===== config.mk =====
export PLATFORM = sky130hd
export DESIGN_NAME = bbe_fifo
export DESIGN_NICKNAME = d
export VERILOG_FILES = /design/src/design/bbe_pkg.sv /design/src/design/bbe_fifo.sv
export SDC_FILE = /design/constraint.sdc
export NUM_CORES = 1
export LEC_CHECK = 0
export ABC_AREA = 1
export BUFFER_PORTS_ARGS = -buffer_cell sky130_fd_sc_hd__buf_2
export CORE_MARGIN = 3
export CORE_UTILIZATION = 60
export CTS_BUF_LIST = sky130_fd_sc_hd__clkbuf_4 sky130_fd_sc_hd__clkbuf_8
export DETAILED_ROUTE_END_ITERATION = 10
export MAX_ROUTING_LAYER = met4
export PLACE_DENSITY = 0.87
export SLEW_MARGIN = 20
export SYNTH_ARGS = -nofsm -noshare
export SYNTH_HDL_FRONTEND = slang
export SYNTH_SLANG_ARGS = --single-unit

===== constraint.sdc =====
create_clock -name clk_i -period 2.9 [get_ports clk_i]
set_input_delay 0.145 -clock clk_i [delete_from_list [all_inputs] [get_ports clk_i]]
set_output_delay 0.145 -clock clk_i [all_outputs]
set_load 0.05 [all_outputs]

===== src/design/bbe_pkg.sv =====
`default_nettype none
package bbe_pkg;

  localparam int MAX_WIDTH  = 1024;
  localparam int MAX_HEIGHT = 4096;

  localparam int WIDTH_W  = 11;
  localparam int HEIGHT_W = 13;
  localparam int CFG_W    = 13;
  localparam int CFG_IDX_W = 2;
  localparam int AW       = $clog2(MAX_WIDTH);
  localparam int PIX_W    = 32;
  localparam int SUM_W    = 12;
  localparam int CNT_W    = 4;
  localparam int RCP_W    = 17;
  localparam int RCP_SH   = 16;

  localparam logic [CFG_IDX_W-1:0] REG_FRAME_WIDTH  = 2'd0;
  localparam logic [CFG_IDX_W-1:0] REG_FRAME_HEIGHT = 2'd1;

  // one pixel slot handed from front to back
  typedef struct packed {
    logic [AW-1:0]    addr;
    logic [PIX_W-1:0] pix;
    logic             emit;
    logic             ok_l;
    logic             ok_r;
    logic             ok_t;
    logic             ok_b;
    logic             last;
  } bbe_cmd_t;

  typedef struct packed {
    logic     push;
    bbe_cmd_t cmd;
  } bbe_push_t;

  // ceil(2^16 / d); exact truncating division for sums below 2^16 / d
  function automatic logic [RCP_W-1:0] bbe_recip(input logic [CNT_W-1:0] d);
    logic [RCP_W-1:0] r;
    begin
      case (d)
        4'd1:    r = 17'd65536;
        4'd2:    r = 17'd32768;
        4'd3:    r = 17'd21846;
        4'd4:    r = 17'd16384;
        4'd5:    r = 17'd13108;
        4'd6:    r = 17'd10923;
        4'd7:    r = 17'd9363;
        4'd8:    r = 17'd8192;
        4'd9:    r = 17'd7282;
        default: r = '0;
      endcase
      return r;
    end
  endfunction

endpackage
`default_nettype wire


===== src/design/bbe_fifo.sv =====
`default_nettype none
module bbe_fifo import bbe_pkg::*; (
  input  wire logic  clk_i,
  input  wire logic  rst_ni,
  input  bbe_push_t  push_i,
  input  wire logic  pop_i,
  output logic       full_o,
  output logic       empty_o,
  output bbe_cmd_t   head_o
);

  localparam int DEPTH = 4;
  localparam int PW    = $clog2(DEPTH);

  bbe_cmd_t        mem_q [DEPTH];
  logic [PW-1:0]   wp_q, rp_q;
  logic [PW:0]     cnt_q;

  assign full_o  = cnt_q == (PW+1)'(DEPTH);
  assign empty_o = cnt_q == '0;
  assign head_o  = mem_q[rp_q];

  always_ff @(posedge clk_i) begin
    if (push_i.push) mem_q[wp_q] <= push_i.cmd;
  end

  always_ff @(posedge clk_i or negedge rst_ni) begin
    if (!rst_ni) begin
      wp_q  <= '0;
      rp_q  <= '0;
      cnt_q <= '0;
    end else begin
      if (push_i.push) wp_q <= wp_q + PW'(1);
      if (pop_i) rp_q <= rp_q + PW'(1);
      cnt_q <= cnt_q + (PW+1)'(push_i.push) - (PW+1)'(pop_i);
    end
  end

endmodule
`default_nettype wire


; Word level (Yosys, flattened, before mapping)
; Memory sizes are Yosys's and may differ from the RTL's.
; Index checks and enable logic that the tools add are counted.
[totals]
ramBits = 192
memories = 1
output_inout_bits = 50
word_cells = 12
in_bits = 52
ff_bits = 7
[mem_list]
columns = memory, depth, width, read_ports, rd_ports_with_merged_regs, write_ports, line
row1 = mem_q, 4, 48, 1, 0, 1, bbe_fifo.sv:15  ; bbe_cmd_t mem_q [DEPTH];
[op_classes]
n_addsub = 4
reduce_logical = 1
n_eq_ne = 1
mux = 2
[ops]
columns = cell, n
row1 = $add A2 B1 Y2 const B, 2
row2 = $add A3 B1 Y3, 1
row3 = $eq A3 B3 Y1 const B, 1
row4 = $logic_not A3 Y1, 1
row5 = $sub A3 B1 Y3, 1
row6 = $mux W1, 2

; Depth between registers and ports, before layout
[logic_depth]
ltp_word = 2
ltp_mapped = 8
depth_no_buf = 8

; Least setup slack after synthesis
; No wires, ideal clock.
[synth_timing]
kind = register to register
startpoint = register wp_q[0]
endpoint = memory mem_q[0][0] in the netlist's numbering (enable)
t_arrival_ps = 1614
required_ps = 2498
stages_incl_launch_ff = 5
setup_time_ps = 402
n_path_buf = 0
path_slack_ps = 884
synth_period_minus_slack_ps = 2016
cell_sequence = dfrtp_1 > inv_1 > ha_1 > nand2_1 > inv_1
[synth_lines]
columns = item, line
row1 = start: declaration, bbe_fifo.sv:16  ; logic [PW-1:0] wp_q, rp_q;
row2 = start signal: assignment, bbe_fifo.sv:33  ; if (push_i.push) wp_q <= wp_q + PW'(1);
row3 = end: declaration, bbe_fifo.sv:15
; Straight into the memory's write port.

==> insert_results.sql <==
INSERT INTO impl_metrics (metric_group, metric, value, unit) VALUES
('logic_synthesis', 'synth_seq_area_share', '70.1', '%'),
('logic_synthesis', 'yosysUniqueCellTypes', '16', ''),
('floorplanning', 'fp.dieH', '125', 'µm'),
('sta', 'max_slew_violation_total_from_the_final_report', '0', ''),
('clock_network', 'cts.reportedPaths.clkPinSlew', '100', 'ps'),
('placement', 'portBuffers', '101', ''),
('power', 'total_switching_power', '5.00', 'mW'),
('global_route', 'grt_pass1_wl', '26400', 'µm'),
('setup_path', 'reg2regPathDepth', '5', ''),
('clock_network', 'cts_sinks', '199', ''),
('floorplanning', 'ioPinCount', '102', ''),
('power', 'power.total', '10.8', 'mW'),
('sta', 'timing.final.crit_share', '88.1', '%'),
('setup_path', 'crit_path_max_fanout', '50', ''),
('global_route', 'grt_max_degree', '99', ''),
('setup_path', 'critical_path.startpoint_type', 'flop', ''),
('global_route', 'overflow', '0', ''),
('setup_path', 'criticalPathCategory', 'reg2out', ''),
('logic_synthesis', 'netlist_top_cells_count', '251 x nand2_1, 204 x inv_1, 192 x edfxtp_1', ''),
('clock_network', 'cts_tree', 'yes', ''),
('setup_path', 'crit_arrival', '2410', 'ps'),
('power', 'power.density_cell_area', '1080', 'nW/µm²'),
('route', 'drc', '0', ''),
('power', 'power_report.internal_total', '5.84', 'mW'),
('logic_synthesis', 'synthTopCellsByArea', 'edfxtp_1 68%, nand2_1 11%, inv_1 9.0%, nand3_1 5.7%, dfrtp_1 2.1%', ''),
('floorplanning', 'row_count', '42', ''),
('placement', 'finalWeightedCongestion', '0.778', ''),
('logic_synthesis', 'synth_async_sr_flop_share', '3.52', '%'),
('sta', 'hold_fails_final_rpt', '0', ''),
('clock_network', 'worst_skew_pair.late_latency', '460', 'ps'),
('finish', 'nNetsFinal', '1006', ''),
('logic_synthesis', 'syn-cell-area', '8470', 'µm²'),
('logic_synthesis', 'yosysTopAreaCellShare', '68.0', '%'),
('clock_network', 'cts_setup_buffers', '0', ''),
('route', 'routedWlPerCell', '14.7', 'µm'),
('power', 'power_frac_clock', '16.8', '%'),
('global_route', 'initial_antenna_violation_count', '0', ''),
('sta', 'tightest_slew', '1040', 'ps'),
('outcome', 'outcome', 'finished, final reports clean', ''),
('logic_synthesis', 'mappedNetlistNets', '857', ''),
('logic_synthesis', 'synth_most_common_cell', 'nand2_1', ''),
('route', 'post_drt_via_cell_ratio', '4.99', ''),
('sta', 'max_freq', '391', 'MHz'),
('clock_network', 'numCtsBuffers', '17', ''),
('min_path', 'hold_class', 'in2async', ''),
('power', 'netSwitchingFraction', '46.1', '%'),
('clock_network', 'clock_tree.root_cell', 'clkbuf_8', ''),
('logic_synthesis', 'post-synth-top-area-cell', 'edfxtp_1', ''),
('clock_network', 'count_of_cells_resized_by_post_cts_repair', '0', ''),
('clock_network', 'clock_path_buffers', '2', ''),
('route', 'postRouteAntennaNets', '0', ''),
('sta', 'unrepaired_setup_endpoints_after_global_routing', 'false', ''),
('finish', 'layout-drive-gt1-share', '15.6', '%'),
('setup_path', 'worst_r2r_startpoint', 'wp_q[0]$_DFFE_PN0P_', ''),
('logic_synthesis', 'number_of_warnings_issued_by_yosys', '0', ''),
('finish', 'area_delta_synth_final', '18.8', '%'),
('finish', 'antenna_cells', '0', ''),
('floorplanning', 'floorplan.die.width', '125', 'µm'),
('logic_synthesis', 'postSynthCellCount', '798', ''),
('floorplanning', 'die_area', '15600', 'µm²'),
('job', 'max_cap_viol_count', '0', ''),
('placement', 'placed_cell_area', '9130', 'µm²'),
('sta', 'clock_skew', '7.67', 'ps'),
('logic_synthesis', 'synth-main-ff-cell', 'edfxtp_1', ''),
('sta', 'setup_violations', '0', ''),
('route', 'firstDrtPassIters', '6', ''),
('floorplanning', 'floorplan.initialDensity', '62.7', '%'),
('global_route', 'grt_util_all_layers', '22.3', '%'),
('finish', 'utilization', '74.6', '%'),
('setup_path', 'critPathCaptureType', 'output pin', ''),
('clock_network', 'htreeDepth', '4', '');
## power groups by stage
stage	clock (mW)	sequential (mW)	combinational [mW]
global route	1.94	3.95	5.51
floorplan	0	3.95	3.90
CTS	1.83	3.91	5.12
finish	1.82	3.91	5.11
global placement	0	3.95	4.94
detailed placement	0	3.97	5.04
## logic make-up (layout without fill, tap and decap cells)
kind of cell	after synthesis	count (layout)	synth area share (%)
adders and majority gates	7	7	1.12
AOI/OAI and AO/OA	1	1	0.0590
xor gates and xnor gates	3	3	0.310
and+or+nand+nor	350	350	16.9
DFF	199	199	70.1
buffers and inverters	238	400	11.5
## cells in the final DEF, fill, tap and decap left out, drive strengths merged
| cell type | instances |
|---|---|
| o21ai | 1 |
| ha | 6 |
| clkinv | 6 |
| fa | 1 |
| dfrtp | 7 |
| nor3 | 1 |
| buf | 111 |
| edfxtp | 192 |
| xor2 | 3 |
| inv | 206 |
| clkbuf | 20 |
| bufinv | 3 |
| clkinvlp | 3 |
| nand2 | 251 |
| dlygate4sd3 | 51 |
| nor2 | 1 |
| nand3 | 97 |
## per-layer routing
metal  track usage, %  routed length, µm  vias to the layer above
met5                -                  0                        -
met4             8.99                303                        0
met3             4.07               1020                       35
met1             26.3               6690                     2661
li1                 -                  -                     2767
met2             38.0               8700                      208
## layout make-up
cell class / instances / area (µm²) / share of cell area [%]
multi-input cells: 361 / 1560 / 15.5
inverters: 206 / 774 / 7.69
repair buffers: 162 / 1140 / 11.3
flip-flops and latches: 199 / 5950 / 59.1
clock inverters: 12 / 149 / 1.48
clock buffers: 20 / 275 / 2.73
well taps: 176 / 220 / 2.19
## per-stage QoR
step | hold WS (ps) | std cells
floorplan | -151 | 798
global placement | -4.83 | 1053
detailed placement | -4.06 | 1053
CTS | 27.2 | 1136
global route | 35.9 | 1136
finish | 43.0 | 1136
## flip-flops by register name (all words and copies together) (netlist names)
name   count
wp_q       2
cnt_q      3
mem_q    192
rp_q       2
## worst max-delay path by stage
| stage | slack [ps] | end | start | cells past startpoint |
|---|---|---|---|---|
| after floorplan | 880 | mem_q[0][0]$_DFFE_PP_ | wp_q[0]$_DFFE_PN0P_ | 4 |
| after global placement | 910 | head_o[23] | rp_q[0]$_DFFE_PN0P_ | 6 |
| after detailed placement | 840 | head_o[42] | rp_q[0]$_DFFE_PN0P_ | 6 |
| after CTS | 320 | head_o[42] | rp_q[0]$_DFFE_PN0P_ | 6 |
| after global routing | 130 | head_o[34] | rp_q[0]$_DFFE_PN0P_ | 6 |
| final | 350 | head_o[34] | rp_q[0]$_DFFE_PN0P_ | 6 |
## critical path, stage by stage (launching register included)
cell and delay, ps:
dfrtp_4 430, clkinv_2 520, buf_12 430, nand2_1 110
nand3_1 80, nand2_1 110, buf_2 260
Note: power is estimated with default switching activity, not from simulation.
