==> config.mk <==
export PLATFORM = sky130hd
export DESIGN_NAME = bbe_front
export DESIGN_NICKNAME = d
export VERILOG_FILES = /design/src/design/bbe_pkg.sv /design/src/design/bbe_front.sv
export SDC_FILE = /design/constraint.sdc
export NUM_CORES = 1
export LEC_CHECK = 0
export ABC_AREA = 0
export BUFFER_PORTS_ARGS = -buffer_cell sky130_fd_sc_hd__buf_2
export CORE_ASPECT_RATIO = 2
export CORE_MARGIN = 2
export CORE_UTILIZATION = 60
export CTS_BUF_LIST = sky130_fd_sc_hd__clkbuf_8
export DETAILED_ROUTE_END_ITERATION = 7
export PLACE_DENSITY_LB_ADDON = 0.3
export SLEW_MARGIN = 5
export SYNTH_ARGS = -nofsm -noshare
export SYNTH_HDL_FRONTEND = slang
export SYNTH_SLANG_ARGS = --single-unit
export TNS_END_PERCENT = 10
==> constraint.sdc <==
create_clock -name clk_i -period 5.6 [get_ports clk_i]
set_input_delay 0.56 -clock clk_i [delete_from_list [all_inputs] [get_ports clk_i]]
set_output_delay 0.56 -clock clk_i [all_outputs]
set_load 0.01 [all_outputs]
==> src/design/bbe_pkg.sv <==
`default_nettype none
package bbe_pkg;

  localparam int MAX_WIDTH  = 1024;
  localparam int MAX_HEIGHT = 4096;

  localparam int WIDTH_W  = 11;
  localparam int HEIGHT_W = 13;
  localparam int CFG_W    = 13;
  localparam int CFG_IDX_W = 2;
  localparam int AW       = $clog2(MAX_WIDTH);
  localparam int PIX_W    = 32;
  localparam int SUM_W    = 12;
  localparam int CNT_W    = 4;
  localparam int RCP_W    = 17;
  localparam int RCP_SH   = 16;

  localparam logic [CFG_IDX_W-1:0] REG_FRAME_WIDTH  = 2'd0;
  localparam logic [CFG_IDX_W-1:0] REG_FRAME_HEIGHT = 2'd1;

  // one pixel slot handed from front to back
  typedef struct packed {
    logic [AW-1:0]    addr;
    logic [PIX_W-1:0] pix;
    logic             emit;
    logic             ok_l;
    logic             ok_r;
    logic             ok_t;
    logic             ok_b;
    logic             last;
  } bbe_cmd_t;

  typedef struct packed {
    logic     push;
    bbe_cmd_t cmd;
  } bbe_push_t;

  // ceil(2^16 / d); exact truncating division for sums below 2^16 / d
  function automatic logic [RCP_W-1:0] bbe_recip(input logic [CNT_W-1:0] d);
    logic [RCP_W-1:0] r;
    begin
      case (d)
        4'd1:    r = 17'd65536;
        4'd2:    r = 17'd32768;
        4'd3:    r = 17'd21846;
        4'd4:    r = 17'd16384;
        4'd5:    r = 17'd13108;
        4'd6:    r = 17'd10923;
        4'd7:    r = 17'd9363;
        4'd8:    r = 17'd8192;
        4'd9:    r = 17'd7282;
        default: r = '0;
      endcase
      return r;
    end
  endfunction

endpackage
`default_nettype wire

==> src/design/bbe_front.sv <==
`default_nettype none
module bbe_front import bbe_pkg::*; (
  input  wire logic                 clk_i,
  input  wire logic                 rst_ni,
  input  wire logic                 cfg_valid_i,
  input  wire logic [CFG_IDX_W-1:0] cfg_index_i,
  input  wire logic [CFG_W-1:0]     cfg_data_i,
  input  wire logic                 in_valid_i,
  input  wire logic [PIX_W-1:0]     in_pix_i,
  input  wire logic                 in_pad_i,
  input  wire logic                 q_full_i,
  output bbe_push_t                 push_o
);

  logic [WIDTH_W-1:0]  fw_q;
  logic [HEIGHT_W-1:0] fh_q;
  logic [AW-1:0]       col_q, col_d;
  logic [HEIGHT_W-1:0] row_q, row_d;
  logic [WIDTH_W-1:0]  w;
  logic [HEIGHT_W-1:0] h;
  logic                in_frame, take, emit, last;
  logic [AW-1:0]       x;
  logic [HEIGHT_W-1:0] y;
  logic [WIDTH_W-1:0]  col_p1;

  always_comb begin
    if (fw_q == '0) w = WIDTH_W'(1);
    else if (fw_q > WIDTH_W'(MAX_WIDTH)) w = WIDTH_W'(MAX_WIDTH);
    else w = fw_q;
    if (fh_q == '0) h = HEIGHT_W'(1);
    else if (fh_q > HEIGHT_W'(MAX_HEIGHT)) h = HEIGHT_W'(MAX_HEIGHT);
    else h = fh_q;
  end

  assign in_frame = row_q < h;
  assign take     = in_valid_i && !q_full_i && !(in_pad_i && in_frame);
  assign emit     = (row_q >= HEIGHT_W'(2)) || (row_q == HEIGHT_W'(1) && col_q != '0);
  assign x        = (col_q != '0) ? col_q - AW'(1) : AW'(w - WIDTH_W'(1));
  assign y        = (col_q != '0) ? row_q - HEIGHT_W'(1) : row_q - HEIGHT_W'(2);
  assign last     = emit && ({1'b0, x} == w - WIDTH_W'(1)) && (y == h - HEIGHT_W'(1));
  assign col_p1   = WIDTH_W'(col_q) + WIDTH_W'(1);

  always_comb begin
    push_o.push     = take;
    push_o.cmd.addr = col_q;
    push_o.cmd.pix  = (in_frame && !in_pad_i) ? in_pix_i : '0;
    push_o.cmd.emit = emit;
    push_o.cmd.ok_l = x != '0;
    push_o.cmd.ok_r = ({1'b0, x} + WIDTH_W'(1)) < w;
    push_o.cmd.ok_t = y != '0;
    push_o.cmd.ok_b = (y + HEIGHT_W'(1)) < h;
    push_o.cmd.last = last;
    col_d = col_q;
    row_d = row_q;
    if (take) begin
      if (last) begin
        col_d = '0;
        row_d = '0;
      end else if (col_p1 >= w) begin
        col_d = '0;
        row_d = row_q + HEIGHT_W'(1);
      end else begin
        col_d = AW'(col_p1);
      end
    end
  end

  always_ff @(posedge clk_i or negedge rst_ni) begin
    if (!rst_ni) begin
      fw_q  <= WIDTH_W'(640);
      fh_q  <= HEIGHT_W'(480);
      col_q <= '0;
      row_q <= '0;
    end else if (cfg_valid_i) begin
      // a write to the frame width or height register restarts the frame
      if (cfg_index_i == REG_FRAME_WIDTH) begin
        fw_q  <= cfg_data_i[WIDTH_W-1:0];
        col_q <= '0;
        row_q <= '0;
      end else if (cfg_index_i == REG_FRAME_HEIGHT) begin
        fh_q  <= cfg_data_i;
        col_q <= '0;
        row_q <= '0;
      end
    end else begin
      col_q <= col_d;
      row_q <= row_d;
    end
  end

endmodule
`default_nettype wire

# --- Word level (Yosys, flattened, before mapping) ---
# Index checks and enable logic that the tools add are counted.
totals:
  reg_bits: 47
  out_inout_bits: 49
  elab_cells: 68
op_classes:
  n_lt_le_gt_ge: 7
  mux: 19
  n_reduce_logical: 23
  eq_ne: 5
  bitwise: 1
  n_addsub: 9
op_table:
  columns: ["cell", "n"]
  rows:
  - ["13-bit two-way mux", 9]
  - ["10-bit two-way mux", 7]
  - ["32-bit two-way mux", 1]
  - ["13-bit by 1-bit adder with 13-bit output (second input constant)", 2]
  - ["13-bit less-than comparator", 2]
  - ["13-bit by 1-bit subtractor with 13-bit output (second input constant)", 2]
  - ["10-bit by 1-bit adder with 11-bit output (second input constant)", 2]
  - ["11-bit two-way mux", 2]
  - ["10-bit nonzero test", 2]
  - ["13-bit by 1-bit == test with 1-bit output (second input constant)", 1]
  - ["13-bit == test", 1]
  - ["13-bit by 2-bit greater-or-equal comparator with 1-bit output (second input constant)", 1]
  - ["13-bit > comparator (second input constant)", 1]
  - ["13-bit zero test", 1]
  - ["13-bit nonzero test", 1]
  - ["13-bit by 2-bit subtractor with 13-bit output (second input constant)", 1]
  - ["10-bit by 11-bit == test with 1-bit output", 1]
  - ["11-bit greater-or-equal comparator", 1]
  - ["11-bit > comparator (second input constant)", 1]
  - ["11-bit zero test", 1]
  - ["11-bit less-than comparator", 1]
  - ["11-bit by 1-bit subtractor with 11-bit output (second input constant)", 1]
  - ["10-bit by 1-bit subtractor with 10-bit output (second input constant)", 1]
  - ["1-bit logical AND", 7]
  - ["10 further kinds", 14]

# --- Logic depth before layout (Yosys ltp) ---
# Gate-level depths: netlist (run 1).
depth:
  word_depth: 11
  mapped_depth: 21
  ltp_nobuf: 19

# --- Worst setup path before layout (run 1) ---
# OpenSTA, ideal clock, no wires.
synth_timing:
  path_kind: "reg2out"
  start: "register fw_q[3]"
  end: "output push_o[3] in the netlist's numbering"
  path_slack_ns: 0.749
  stages_incl_launch_ff: 22
  arrival_time_ns: 4.291
  n_path_buf: 2
  cell_sequence: "dfrtp_1 clkbuf_1 or4_1 nor3_1 o21a_1 inv_1 ha_1 clkbuf_1 xnor2_1 nor2_1 nor2_1 and3_1 xor2_1 ha_1 o21a_1 o21a_1 o21a_1 o21a_1 o21a_1 o21ai_0 a21oi_1 a211oi_1"
synth_rtl:
  columns: ["element", "line_no", "source"]
  rows:
  - ["start: declaration", "bbe_front.sv:15", "logic [WIDTH_W-1:0] fw_q;"]
  - ["start signal: assignment", "bbe_front.sv:77", "fw_q <= cfg_data_i[WIDTH_W-1:0];"]
  - ["end: declaration", "bbe_front.sv:12", "output bbe_push_t push_o"]

==> flow_summary.toml, run 1 <==
[routing]
post_drt_via_cell_ratio = 6.380
dr.first_iter.drc_count = 438
drc = 0
first_pass_iters = 5
wl_per_cell_microns = 21.07
vias = 6106
ant_nets = 0
routed_wl_microns = 20170

[clock_network]
cts.reportedPaths.clkPinSlew_ns = 0.09
cts_buffer_depth = 2
cts_max_level = 2
cts_tree = "yes"
root_buffer = "clkbuf_8"
cts_made_buffers = 5
hold_buffers = 0
clock_sinks = 47
clock_latency_ns = 0.31

[yosys]
ys_ff_latch = 47
synth_area_leaders = "dfrtp_1 (17%), ha_1 (13%), xnor2_1 (5.3%), mux2_2 (4.3%), and2_1 (4.2%)"
yosys_warnings = 0
synth_area_sq_um = 6077
synth_edf_count = 0
syn_area_per_cell_sq_um = 8.135
syn-num-nets = 862
yosys.area.top_type_share = 0.1688
yosysSeqAreaShare = 0.1948
synthCells = 747
synth_cell_types = 77
synth_top_area_cell = "dfrtp_1"
synth-main-ff-cell = "dfrtp_1"
async_reset_ff_frac = 1.000

[worst_setup_path]
worst-r2r-cell-count = 14
reg2reg_slack_ns = 1.04
cp-end-kind = "output port"
crit_chain = "or4_1, nor3_1, o21a_1, inv_1, ha_2, or3b_2, nand4_1, nor2_1, nor2_2, and3_1, nand3_1, or2_2, xor2_1, ha_1, o21ai_0, a21oi_1, a211oi_1, buf_2"
arrival_ns = 4.75
max_stage_delay_ns = 0.58
cp_max_fo = 9
cp_slowest_cell = "or4_1"
required_ns = 5.04
worstSetupStartpointType = "register"
r2r-start = "fw_q[6]"
path_class = "reg2out"
rr_endpoint = "col_q[1]"

[floorplanning]
start_util = 0.6065
dieArea_sq_um = 11000
ios = 102
die_x_microns = 75.17
die_h_microns = 146.3
design.core.area_sq_um = 10020
rows = 52

[sta]
grt_setup_unrepaired = "false"
setup_viol = 0
final.setup.tns_ns = 0
maxSlewViolCount = 0
layout_min_cycle_time_ns = 5.315
maxSlewHeadroom = 0.2378
timing_hold_violations_final = 0
finClkSkew_ns = 0.003638
max_freq_mhz = 188.1
fin_crit_sh = 0.9491
worst_pin_slew_ns = 1.143

[outcome]
status = "finished clean"

[power_and_ir_drop]
p_leak_nw = 3.183
powerDensity_nw_per_um2 = 272.5
ir_drop_v = 0.0002367

[final_layout]
layout-drive-gt1-share = 0.2226
n_antenna_cell = 0
nNetsFinal = 936
final_cells = 957
area_growth_pct = 11.92

[worst_hold_path]
hp-class = "in2async"

[global_route]
grt_pass1_wl_microns = 31440
grt-ovfl-total = 0
antenna_found_initial = 1
grt_max_degree = 48
grt_pass1_vias = 6105
grt.total_usage = 0.3750

[run]
maxCapViolations = 0

[placed_design]
gp_congestion = 0.9770
placed_cells = 949
portBuffers = 101
hpwl_microns = 16290
-- registers in the layout, summed over array words and instances, names as in the netlist --
name	count
fh_q	13
row_q	13
fw_q	11
col_q	10
-- through the flow --
stage / setup WS [ns] / hold slack (ns) / util / power, mW / area (sq um)
5_1_grt: 0.01587 / 0.4779 / 0.6788 / 2.003 / 6802
3_3_place_gp: 0.4693 / 0.5429 / 0.6633 / 1.565 / 6646
6_report: 0.2850 / 0.4527 / 0.6788 / 1.853 / 6802
4_1_cts: 0.06113 / 0.4771 / 0.6733 / 1.825 / 6746
3_5_place_dp: 0.4176 / 0.5567 / 0.6633 / 1.590 / 6646
2_1_floorplan: 0.7492 / 0.2644 / - / 1.268 / 6077
-- critical path, delay by kind of cell (launching register included) --
family                     cells  cell delay, ns
AOI/OAI and AO/OA              4            0.56
xor gates and xnor gates       1            0.15
adders and majority gates      2            0.56
buffers and inverters          2            0.24
DFF                            1            0.47
and+or+nand+nor                9            2.47
-- final cells by class --
| cell class | count | area [sq um] |
|---|---|---|
| Clock buffer | 7 | 96.34 |
| Inverter | 26 | 97.59 |
| Fill cell | 909 | 3218 |
| Multi-Input combinational cell | 629 | 4662 |
| Tap cell | 135 | 168.9 |
| Timing Repair Buffer | 112 | 588.1 |
| Clock inverter | 1 | 3.754 |
| Sequential cell | 47 | 1185 |
-- power breakdown --
part	switching (mW)	internal, mW	leakage [nW]
clock	0.121	0.111	0.0557
combinational	0.656	0.508	2.53
sequential	0.0761	0.381	0.596
total	0.853	1.00	3.18
-- synth_stat cells (all sizes together) (12+ instances only) --
| cell | count |
|---|---|
| ha | 62 |
| nand2 | 61 |
| nor2 | 46 |
| and2 | 41 |
| dfrtp | 41 |
| xnor2 | 37 |
| clkbuf | 35 |
| a21oi | 27 |
| nand3 | 27 |
| nor3 | 27 |
| inv | 26 |
| mux2 | 24 |
| xor2 | 23 |
| o21ai | 22 |
| o21a | 21 |
| nor4 | 17 |
| nand2b | 14 |
| nor2b | 12 |
-- per-layer routing --
metal / global-route usage / vias to the layer above / part of all wire
met5: 0 / - / 0.00064
met4: 0.2544 / 2 / 0.078
met3: 0.05590 / 91 / 0.041
met2: 0.6513 / 224 / 0.53
met1: 0.3943 / 2907 / 0.35
li1: - / 2882 / -
-- cells in the final DEF (no fill, tap or decap), types with 9 or more instances in the layout --
cell type and count:
nor4_1 15, nor2b_1 12, and3_1 11, ha_1 60, inv_1 27, and2_1 41
buf_4 11, o21ai_0 22, o21a_1 21, nand3_1 25, nor3_1 26, mux2i_1 9
or3_1 11, xnor2_1 36, a21oi_1 27, a211oi_1 9, nand2b_1 14, nor2_1 43
nand4_1 9, xor2_1 23, nand2_1 61, or2_2 9, dfrtp_1 40, mux2_2 23
buf_2 101
-- cells by family after synthesis --
| logic type | after synthesis | synth area share |
|---|---|---|
| adders and majority gates | 62 | 0.1277 |
| buffers and inverters | 71 | 0.04694 |
| muxes | 33 | 0.05991 |
| DFF | 47 | 0.1948 |
| xor gates and xnor gates | 62 | 0.09388 |
| AOI/OAI and AO/OA | 150 | 0.1822 |
| and+or+nand+nor | 322 | 0.2946 |
-- worst max-delay path by stage --
| stage | endpoint | from | slack, ns |
|---|---|---|---|
| detailed placement | push_o[3] | fw_q[3] | 0.42 |
| global route | push_o[1] | col_q[0] | 0.02 |
| CTS | push_o[1] | col_q[0] | 0.06 |
| finish | push_o[3] | fw_q[6] | 0.29 |
| floorplan | push_o[3] | fw_q[3] | 0.75 |
| global placement | push_o[3] | fw_q[3] | 0.47 |
-- repair_timing --
action | CTS | global route
resized for setup | 0 | 12
buffers inserted | 0 | 0
setup endpoints to repair | 0 | 2
Power figures use the tool's default switching activity.
==> run 2, diff against run 1 <==
Settings changed: CORE_UTILIZATION 60 to 54.
Clock period 5.6 ns to 4.5 ns, I/O delays scaled along.
==> run 2 against run 1 <==
Compared with the run above:
- the run now ends with setup timing left
- largest power group unchanged
- count of clock-buffer cells in the layout stayed put
- die area is 11% higher
- global-route usage is 3.9 points lower
- critical path depth is 2 lower
- final cell count is 7.4% higher
- total power is 37% higher
- sequential cell count stayed put
- clock power is 22% higher
- setup slack worse by 0.39 ns
- sequential share of layout area is 1.6 points lower
==> flow_summary.toml, run 2 (synthesis results as in run 1) <==
[placed_design]
placed_area_sq_um = 7099
placed_cells = 1009
portBuffers = 101
hpwl_microns = 16540
gp_congestion = 0.9524

[clock_network]
hold_buffers = 0
cts.reportedPaths.clkPinSlew_ns = 0.09
cts_buffer_depth = 2
cts_tree = "yes"
clock_sinks = 47
cts_made_buffers = 5
clock_latency_ns = 0.31
root_buffer = "clkbuf_8"
cts_max_level = 2

[worst_hold_path]
hp-class = "in2async"

[final_layout]
layout-drive-gt1-share = 0.3052
final_cell_mix = "buf_2 (101), buf_4 (73), nand2_1 (61), ha_1 (60), nor2_1 (43)"
nNetsFinal = 1002
multi_input_area_sq_um = 4825
n_antenna_cell = 0
reg.largest.list = "fh_q x13, row_q x13, fw_q x11"
fillers = 946
final_cells = 1028
area_growth_pct = 23.22
mostFrequentLayoutCell = "buf_2"
postLayoutCellArea_sq_um = 7488
final_util = 0.6842
seqCellArea_sq_um = 1184

[worst_setup_path]
arrival_ns = 4.15
worst-r2r-cell-count = 14
cp_max_fo = 4
path_class = "reg2out"
reg2reg_slack_ns = 0.28
rr_endpoint = "col_q[2]"
startpoint = "col_q[5]"
required_ns = 4.05
worstSetupStartpointType = "register"
endpoint = "push_o[1]"
r2r-start = "fh_q[6]"
cp-end-kind = "output port"

[sta]
setup_slack_ns = -0.1046
max_freq_mhz = 217.2
timing_hold_violations_final = 0
fin_crit_sh = 1.023
layout_min_cycle_time_ns = 4.605
holdWs_ns = 0.3272
finClkSkew_ns = 0.007766
setup_viol = 2
maxSlewHeadroom = 0.2784
worst_pin_slew_ns = 1.082
grt_setup_unrepaired = "true"
maxSlewViolCount = 0

[run]
maxCapViolations = 0

[routing]
dr.first_iter.drc_count = 304
vias = 6432
wl_per_cell_microns = 19.68
ant_nets = 0
routed_wl_microns = 20240
drc = 0
first_pass_iters = 5
post_drt_via_cell_ratio = 6.257

[power_and_ir_drop]
ir_drop_v = 0.0002486
total_power_mw = 2.535
powerDensity_nw_per_um2 = 338.5
p_leak_nw = 3.553

[floorplanning]
dieArea_sq_um = 12170
design.core.area_sq_um = 10950
rows = 54
die_h_microns = 154.0
start_util = 0.5552
ios = 102
die_x_microns = 79.01

[outcome]
violations = "setup timing"
status = "complete, but fails checks"

[global_route]
antenna_found_initial = 0
grt-ovfl-total = 0
grt.total_usage = 0.3365
grt_pass1_vias = 6444
grt_max_degree = 48
grt_pass1_wl_microns = 31890
[run 2: changes by cell type in the layout (fill, tap and decap cells not counted), sizes merged]
cell and delta:
buf +66
[run 2: repair_timing]
action                                  CTS  global route
endpoints found under the setup margin    3             3
gates resized for setup                  26            17
pin swaps                                 8            10
setup buffers                             4             7
endpoints found under the hold margin     0             0
[run 2: layer usage]
metal / GRT usage / vias to the layer above / wire [microns]
li1: - / 2991 / -
met1: 0.3149 / 3020 / 6394
met2: 0.6312 / 299 / 10860
met3: 0.03521 / 122 / 949
met4: 0.2701 / 0 / 2029
met5: 0 / - / 0
[run 2: report_power, final]
part	internal, mW	switching [mW]	total, mW
Clock	0.138	0.144	0.282
Sequential	0.474	0.0494	0.523
Combinational	0.806	0.923	1.73
Total	1.42	1.12	2.53
[run 2: cell type report]
| cell class | instances | area share |
|---|---|---|
| repair buffers | 178 | 0.1479 |
| flip-flops and latches | 47 | 0.1581 |
| inverters | 26 | 0.01303 |
| clock buffers | 7 | 0.01287 |
| clock inverters | 1 | 0.0005013 |
| multi-input cells | 629 | 0.6443 |
| well taps | 140 | 0.02339 |
[run 2: worst min-delay path by stage]
stage | startpoint | to | cells past startpoint
after floorplan | rst_ni | col_q[0] | 0
after global placement | fh_q[1] | fh_q[1] | 1
after detailed placement | fh_q[1] | fh_q[1] | 1
after CTS | rst_ni | fw_q[0] | 1
after global routing | cfg_data_i[12] | fh_q[12] | 2
final | rst_ni | fw_q[0] | 1
[run 2: critical path, cell delays in order (launching register included)]
cell      delay, ns
dfrtp_1        0.39
or4_4          0.59
buf_4          0.18
o31a_1         0.35
o21a_2         0.27
xnor2_2        0.16
nor3_2         0.13
and2_1         0.16
nor2b_2        0.16
nor2b_4        0.17
nand2b_1       0.10
xnor2_1        0.15
ha_1           0.32
a21o_1         0.17
a21o_1         0.18
a211oi_1       0.20
buf_2          0.16
[run 2: through the flow]
stage	setup TNS, ns	worst slack, ns
3_5_place_dp	-0.03326	-0.03326
4_1_cts	-0.2145	-0.1747
6_report	-0.1995	-0.1046
5_1_grt	-0.6161	-0.2680
3_3_place_gp	0	0.03979
2_1_floorplan	-0.004988	-0.004988
==> run 3, diff against run 2 <==
Settings changed: CORE_ASPECT_RATIO 2 to 0.6, REMOVE_ABC_BUFFERS from default to 1.
==> run 3 against run 2 <==
Compared with the run above:
- the flow still finishes with violations (setup timing)
- combinational power barely moved
- sequential share of layout area grew 0.17 points
- clock skew fell by 0.0024 ns
- first-iteration DRC count increased by 130%
- cell area decreased by 1.1%
- global-route usage fell by 1.4 points
- hold slack better by 0.015 ns
- count of clock-buffer cells in the layout did not move
- largest cell class unchanged
- via count decreased by 0.72%
- wire length down 2.9%
==> flow_summary.toml, run 3 (synthesis results as in run 1) <==
[routing]
dr.first_iter.drc_count = 695
wl_per_cell_microns = 19.24
drc = 0
routed_wl_microns = 19650
vias = 6386
ant_nets = 0
first_pass_iters = 5
post_drt_via_cell_ratio = 6.255

[worst_setup_path]
worst-r2r-cell-count = 17
cp-end-kind = "output port"
path_class = "reg2out"
cp_max_fo = 3
arrival_ns = 4.26
required_ns = 4.05
worstSetupStartpointType = "register"

[final_layout]
nNetsFinal = 996
final_cells = 1021
final_util = 0.6873
area_growth_pct = 21.89
final_cell_mix = "buf_2 (101), buf_4 (67), nand2_1 (61), ha_1 (58), nor2_1 (43)"
reg.largest.list = "fh_q x13, row_q x13, fw_q x11"
n_antenna_cell = 0
layout-drive-gt1-share = 0.2971
mostFrequentLayoutCell = "buf_2"

[sta]
grt_setup_unrepaired = "true"
max_freq_mhz = 212.5
timing_hold_violations_final = 0
worst_pin_slew_ns = 1.112
fin_crit_sh = 1.046
maxSlewViolCount = 0
setup_slack_ns = -0.2062
finClkSkew_ns = 0.005388
maxSlewHeadroom = 0.2585
layout_min_cycle_time_ns = 4.706
final.setup.tns_ns = -0.4572
setup_viol = 3

[global_route]
grt_pass1_wl_microns = 31020
antenna_found_initial = 0
grt.total_usage = 0.3226
grt-ovfl-total = 0
grt_max_degree = 48
grt_pass1_vias = 5876

[placed_design]
gp_congestion = 1.004
placed_cells = 1008
hpwl_microns = 15910
pre_cts_slack_ns = -0.1436
portBuffers = 101

[power_and_ir_drop]
power_frac_seq = 0.209
pwr-share-comb = 0.678
p_leak_nw = 3.505
internal_power_mw = 1.390
powerDensity_nw_per_um2 = 338.4
clkPwrFrac = 0.112
swShare = 0.4455
p_sw_mw = 1.117
ir_drop_v = 0.0002451

[floorplanning]
ios = 102
die_h_microns = 86.17
start_util = 0.5639
die_x_microns = 141.0
design.core.area_sq_um = 10780
dieArea_sq_um = 12150
rows = 29

[clock_network]
cts_made_buffers = 5
root_buffer = "clkbuf_8"
cts_max_level = 2
cts.reportedPaths.clkPinSlew_ns = 0.08
clock_sinks = 47
cts_tree = "yes"
cts_buffer_depth = 2
clock_latency_ns = 0.31

[outcome]
status = "complete, but fails checks"
violations = "setup timing"

[worst_hold_path]
hp-class = "in2async"

[run]
maxCapViolations = 0
[run 3: stage by stage]
| stage | hold WS, ns | instance area, sq um | power, mW |
|---|---|---|---|
| 6_report | 0.3420 | 7407 | 2.507 |
| 2_1_floorplan | 0.1544 | 5889 | 1.560 |
| 3_5_place_dp | 0.5753 | 7064 | 2.070 |
| 5_1_grt | 0.3628 | 7407 | 2.695 |
| 4_1_cts | 0.3564 | 7284 | 2.415 |
| 3_3_place_gp | 0.5754 | 7064 | 2.015 |
[run 3: metal layers]
| layer | vias to the layer above | track usage | share of wire |
|---|---|---|---|
| met4 | 0 | 0.03182 | 0.0076 |
| met3 | 22 | 0.06575 | 0.12 |
| li1 | 2994 | - | - |
| met2 | 371 | 0.4856 | 0.41 |
| met1 | 2999 | 0.4935 | 0.47 |
| met5 | - | 0 | 0 |
[run 3: worst paths after layout]
kind | start | end | slack (ns)
max | fw_q[9] | push_o[3] | -0.21
min | rst_ni | row_q[11] | 0.34
max reg2reg | fw_q[9] | col_q[1] | 0.17
min reg2reg | fh_q[0] | fh_q[0] | 0.59
max in group asynchronous | rst_ni | fh_q[10] | 3.47
min in group clk_i | cfg_data_i[7] | fw_q[7] | 0.37
[run 3: final cells by class]
cell class                 count  area, sq um
clock inverter                 1        3.754
clock buffer                   7        96.34
fill                         908         3369
sequential                    47         1184
timing repair buffer         172         1054
tap                          139        173.9
multi-input combinational    629         4798
inverter                      26        97.59
[run 3: critical path: stages (launching register included)]
cell	delay [ns]
dfstp_2	0.38
or4_4	0.53
nor3_2	0.16
o21a_1	0.17
inv_2	0.07
ha_4	0.26
mux2i_4	0.16
ha_1	0.26
ha_1	0.26
nor2b_1	0.13
o21a_1	0.16
o21a_1	0.17
o21a_1	0.19
o21a_1	0.20
o21a_1	0.19
o21a_1	0.17
o21ai_1	0.12
a21oi_1	0.09
a211oi_2	0.13
buf_2	0.15
[run 3: power by group through the flow]
stage	clock (mW)	sequential [mW]	combinational [mW]
finish	0.282	0.525	1.70
global route	0.306	0.533	1.86
CTS	0.289	0.524	1.60
detailed placement	0	0.531	1.54
global placement	0	0.526	1.49
floorplan	0	0.545	1.02
[run 3: repair_timing]
item / CTS / global route
setup endpoints to repair: 4 / 12
pin swaps: 8 / 10
gates cloned: 0 / 0
hold endpoints to repair: 0 / 0
resized for setup: 28 / 16
hold buffers: 0 / 0
setup buffers: 1 / 4
